`src/design/tsrs_pkg.sv`:
```
// Shared types and codes for the timestamp-sorted record table.
// No dependencies.
package tsrs_pkg;

    localparam int TABLE_DEPTH_DEF = 64;
    localparam int STAMP_W = 64;
    localparam int ID_W = 16;
    localparam int KIND_W = 2;
    localparam int STATUS_W = 3;

    localparam logic [KIND_W-1:0] KIND_INSERT = 2'd0;
    localparam logic [KIND_W-1:0] KIND_QUERY = 2'd1;
    localparam logic [KIND_W-1:0] KIND_CLEAR = 2'd2;

    localparam logic [STATUS_W-1:0] ST_CARRIED = 3'd0;
    localparam logic [STATUS_W-1:0] ST_INSERTED = 3'd1;
    localparam logic [STATUS_W-1:0] ST_DROPPED = 3'd2;
    localparam logic [STATUS_W-1:0] ST_NOMATCH = 3'd3;
    localparam logic [STATUS_W-1:0] ST_CLEARED = 3'd4;

    typedef enum logic [1:0] {
        CELL_HOLD = 2'd0,
        CELL_INSERT = 2'd1,
        CELL_ROTATE = 2'd2
    } cell_op_t;

    typedef struct packed {
        cell_op_t op;
        logic [STAMP_W-1:0] stamp;
        logic [ID_W-1:0] record_id;
    } cell_ctl_t;

endpackage

```
`src/design/tsrs_cell.sv`:
```
// One slot of the sorted chain: holds a record, shifts right on insert,
// shifts left (toward slot 0) on a scan rotation. Depends on tsrs_pkg.
module tsrs_cell
(
    input  logic                        clk,
    input  tsrs_pkg::cell_ctl_t         ctl,
    input  logic                        occ,
    input  logic                        left_occ,
    input  logic                        left_gt,
    input  logic [tsrs_pkg::STAMP_W-1:0] left_stamp,
    input  logic [tsrs_pkg::ID_W-1:0]    left_id,
    input  logic [tsrs_pkg::STAMP_W-1:0] right_stamp,
    input  logic [tsrs_pkg::ID_W-1:0]    right_id,
    output logic [tsrs_pkg::STAMP_W-1:0] stamp,
    output logic [tsrs_pkg::ID_W-1:0]    record_id,
    output logic                        gt
);

    logic [tsrs_pkg::STAMP_W-1:0] stamp_reg;
    logic [tsrs_pkg::STAMP_W-1:0] stamp_next;
    logic [tsrs_pkg::ID_W-1:0]    id_reg;
    logic [tsrs_pkg::ID_W-1:0]    id_next;

    assign gt = occ && (stamp_reg > ctl.stamp);
    assign stamp = stamp_reg;
    assign record_id = id_reg;

    always_comb
    begin
        stamp_next = stamp_reg;
        id_next = id_reg;
        case (ctl.op)
            tsrs_pkg::CELL_INSERT:
            begin
                if (left_gt)
                begin
                    stamp_next = left_stamp;
                    id_next = left_id;
                end
                else if (gt || (!occ && left_occ))
                begin
                    stamp_next = ctl.stamp;
                    id_next = ctl.record_id;
                end
            end
            tsrs_pkg::CELL_ROTATE:
            begin
                if (occ)
                begin
                    stamp_next = right_stamp;
                    id_next = right_id;
                end
            end
            default:
            begin
                stamp_next = stamp_reg;
                id_next = id_reg;
            end
        endcase
    end

    always_ff @(posedge clk)
    begin
        stamp_reg <= stamp_next;
        id_reg <= id_next;
    end

endmodule

```
`config.mk`:
```
export PLATFORM = sky130hd
export DESIGN_NAME = tsrs_cell
export DESIGN_NICKNAME = d
export VERILOG_FILES = /design/src/design/tsrs_pkg.sv /design/src/design/tsrs_cell.sv
export SDC_FILE = /design/constraint.sdc
export NUM_CORES = 1
export LEC_CHECK = 0
export ABC_AREA = 1
export BUFFER_PORTS_ARGS = -buffer_cell sky130_fd_sc_hd__buf_2
export CORE_AREA = 2 2 127 129
export CTS_CLUSTER_SIZE = 14
export DETAILED_ROUTE_END_ITERATION = 10
export DIE_AREA = 0 0 129 131
export GPL_ROUTABILITY_DRIVEN = 0
export PLACE_DENSITY = 0.8
export SYNTH_ARGS = -nofsm -noshare
export SYNTH_HDL_FRONTEND = slang
export SYNTH_SLANG_ARGS = --single-unit
```
`constraint.sdc`:
```
create_clock -name clk -period 10 [get_ports clk]
set_clock_uncertainty 0.05 [all_clocks]
set_input_delay 1.5 -clock clk [delete_from_list [all_inputs] [get_ports clk]]
set_output_delay 1.5 -clock clk [all_outputs]
set_load 0.02 [all_outputs]
```
==> flow_metrics.env <==
export IMPL_fin_tns_setup_ns=0
export IMPL_io_pins=327
export IMPL_power_density_nw_per_um2=129
export IMPL_port_buffers=326
export IMPL_synth_top_area_share_pct=40.9
export IMPL_antenna_found_initial=1
export IMPL_mappedNetlistArea_um2=5870
export IMPL_netlist_instances=683
export IMPL_synth_top_area_cell="edfxtp_1"
export IMPL_n_antenna_cell=0
export IMPL_grt_max_degree=96
export IMPL_leakage_nw=3.98
export IMPL_power_switching_mw=0.296
export IMPL_worstPathRequired_ns=8.45
export IMPL_initialDrtViolationCount=207
export IMPL_p_comb_share_pct=25.5
export IMPL_arrival_ns=3.01
export IMPL_initial_core_util_pct=37.7
export IMPL_ys_flop_type="edfxtp_1"
export IMPL_synthArstFlopShare_pct=0
export IMPL_vias_per_cell=4.83
export IMPL_worst_pin_slew_ns=1.13
export IMPL_synth_most_common_cell="nand2_1"
export IMPL_syn2layout_area_growth_pct=35.5
export IMPL_nFillCells=1508
export IMPL_rows=46
export IMPL_drc=0
export IMPL_cts_hold_buf=0
export IMPL_endpoint_kind="output port"
export IMPL_placed_cells=1193
export IMPL_grt_pass1_vias=5607
export IMPL_coreArea_um2=15600
export IMPL_cts_buffers=9
export IMPL_final_nets=1298
export IMPL_period_share_pct=45.6
export IMPL_clockBufferDepth=2
export IMPL_die_area_um2=16900
export IMPL_vias=5830
export IMPL_yosys_top_cells_count="nand2_1 (166), inv_1 (97), edfxtp_1 (80)"
export IMPL_power_frac_clock_pct=34.0
export IMPL_final_core_util_pct=51.0
export IMPL_max_slew_margin_pct=24.9
export IMPL_wire_per_inst_um=14.3
export IMPL_cts_sinks=80
export IMPL_min_path_type="primary input to flop"
export IMPL_clock_fmax_mhz=220
export IMPL_die_y_um=131
export IMPL_post_cts_buffers=0
export IMPL_dr_pass1_iters=7
export IMPL_synth_edf_count=80
export IMPL_synth_seq_cells=80
export IMPL_ctsResizeCount=0
export IMPL_maxSlewViolCount=0
export IMPL_syn_area_per_cell_um2=8.60
export IMPL_status="completed"
export IMPL_drv_cap=0
export IMPL_swShare_pct=28.8
export IMPL_grt_overflow=0
export IMPL_gr_usage_all_layers_pct=19.8
export IMPL_clk_pin_slew_worst_paths_ns=0.06
export IMPL_cts_root_buf="clkbuf_16"
export IMPL_rsz0062_at_grt="no"
export IMPL_critical_path_peak_fanout=2
export IMPL_finalHoldViolCount=0
export IMPL_largest_register_ffs=64
export IMPL_path_class="primary input to output port"
export IMPL_synth_warnings=0
export IMPL_synth_nets=993
export IMPL_ys_types=24
export IMPL_instances_no_fill=1208
export IMPL_ant_nets=0
export IMPL_p_seq_share_pct=40.5
export IMPL_insertion_delay_ns=0.34
export IMPL_period_needed_ns=4.56
export IMPL_layout_drive_gt1_share_pct=35.7
export IMPL_grt_pass1_wl_um=26100
export IMPL_die_w_um=129
export IMPL_wl_um=17300
export IMPL_seq_area_frac_synth_pct=40.9
export IMPL_power_internal_mw=0.731
export IMPL_dpl_hpwl_um=13700
export IMPL_ir_drop_uv=66.9
export IMPL_cts_max_level=3
export IMPL_finalSetupViolCount=0
export IMPL_tritoncts="built"
export IMPL_synth_area_leaders="edfxtp_1 (41%), ha_1 (14%), nand2_1 (11%)"
export IMPL_start_kind="primary input"
worst max-delay path: stages:
cell	delay (ns)
buf_2	0.07
inv_1	0.04
ha_1	0.30
nand2_1	0.07
inv_2	0.05
nand3_1	0.06
nor2_1	0.18
nand4_1	0.10
inv_1	0.11
nand2_1	0.08
clkinv_1	0.06
nand2_2	0.05
nand2_2	0.05
nand2_2	0.06
inv_1	0.06
buf_2	0.16
cell usage in the layout, fill, tap and decap left out, drive strengths merged:
| master | count |
|---|---|
| buf | 328 |
| nand2 | 169 |
| inv | 102 |
| edfxtp | 80 |
| o21a | 66 |
| ha | 64 |
| o211ai | 63 |
| o21ai | 40 |
| a21oi | 30 |
| nor2 | 22 |
| clkbuf | 10 |
| nand4 | 5 |
| nand3 | 4 |
| clkinv | 4 |
| bufinv | 2 |
| nor3 | 1 |
| o21bai | 1 |
| a21o | 1 |
worst paths after layout:
check                                         start                endpoint  slack, ns  cells after the start
worst max-delay path                        ctl[75]                      gt       5.44                     16
worst min-delay path                    right_id[5]  record_id[5]$_DFFE_PP_       1.39                      3
worst max register to register  stamp[63]$_DFFE_PP_     stamp[40]$_DFFE_PP_       6.94                     13
worst min register to register  stamp[49]$_DFFE_PP_      stamp[0]$_DFFE_PP_       2.07                     10
layout make-up:
cell class | instances | area (um2) | share of cell area (%)
timing repair buffer | 328 | 1650 | 20.7
clock inverter | 5 | 72.6 | 0.912
sequential | 80 | 2400 | 30.2
multi-input combinational | 466 | 2950 | 37.1
tap | 216 | 270 | 3.40
clock buffer | 10 | 229 | 2.88
inverter | 103 | 387 | 4.86
metal layers:
| metal | up-vias | GRT usage, % | share of wire [%] |
|---|---|---|---|
| met5 | - | 0 | 0 |
| met4 | 0 | 7.16 | 2.3 |
| met3 | 29 | 4.48 | 7.0 |
| met2 | 227 | 37.0 | 50 |
| met1 | 2615 | 22.0 | 41 |
| li1 | 2959 | - | - |
power groups by stage:
stage / registers [mW] / logic [mW] / clock network, mW
2_1_floorplan: 0.453 / 0.129 / 0
3_3_place_gp: 0.422 / 0.258 / 0
3_5_place_dp: 0.423 / 0.263 / 0
4_1_cts: 0.416 / 0.264 / 0.357
5_1_grt: 0.419 / 0.294 / 0.365
6_report: 0.416 / 0.262 / 0.350
stage by stage:
stage | total power [mW] | hold WS (ns) | worst slack [ns] | cell area, um2
5_1_grt | 1.08 | 1.39 | 5.26 | 7960
2_1_floorplan | 0.582 | 1.64 | 5.22 | 5870
4_1_cts | 1.04 | 1.38 | 5.40 | 7960
3_3_place_gp | 0.680 | 1.73 | 5.46 | 7660
6_report | 1.03 | 1.39 | 5.44 | 7960
3_5_place_dp | 0.686 | 1.74 | 5.41 | 7660
logic make-up (layout without fill, tap and decap cells):
group | count (synthesis) | in the layout | share of synthesized area, %
compound gates | 201 | 201 | 22.7
fa+ha+maj | 64 | 64 | 13.6
buf+inv | 137 | 446 | 9.14
flops | 80 | 80 | 40.9
simple gates | 201 | 201 | 13.6
Power figures use the tool's default switching activity.
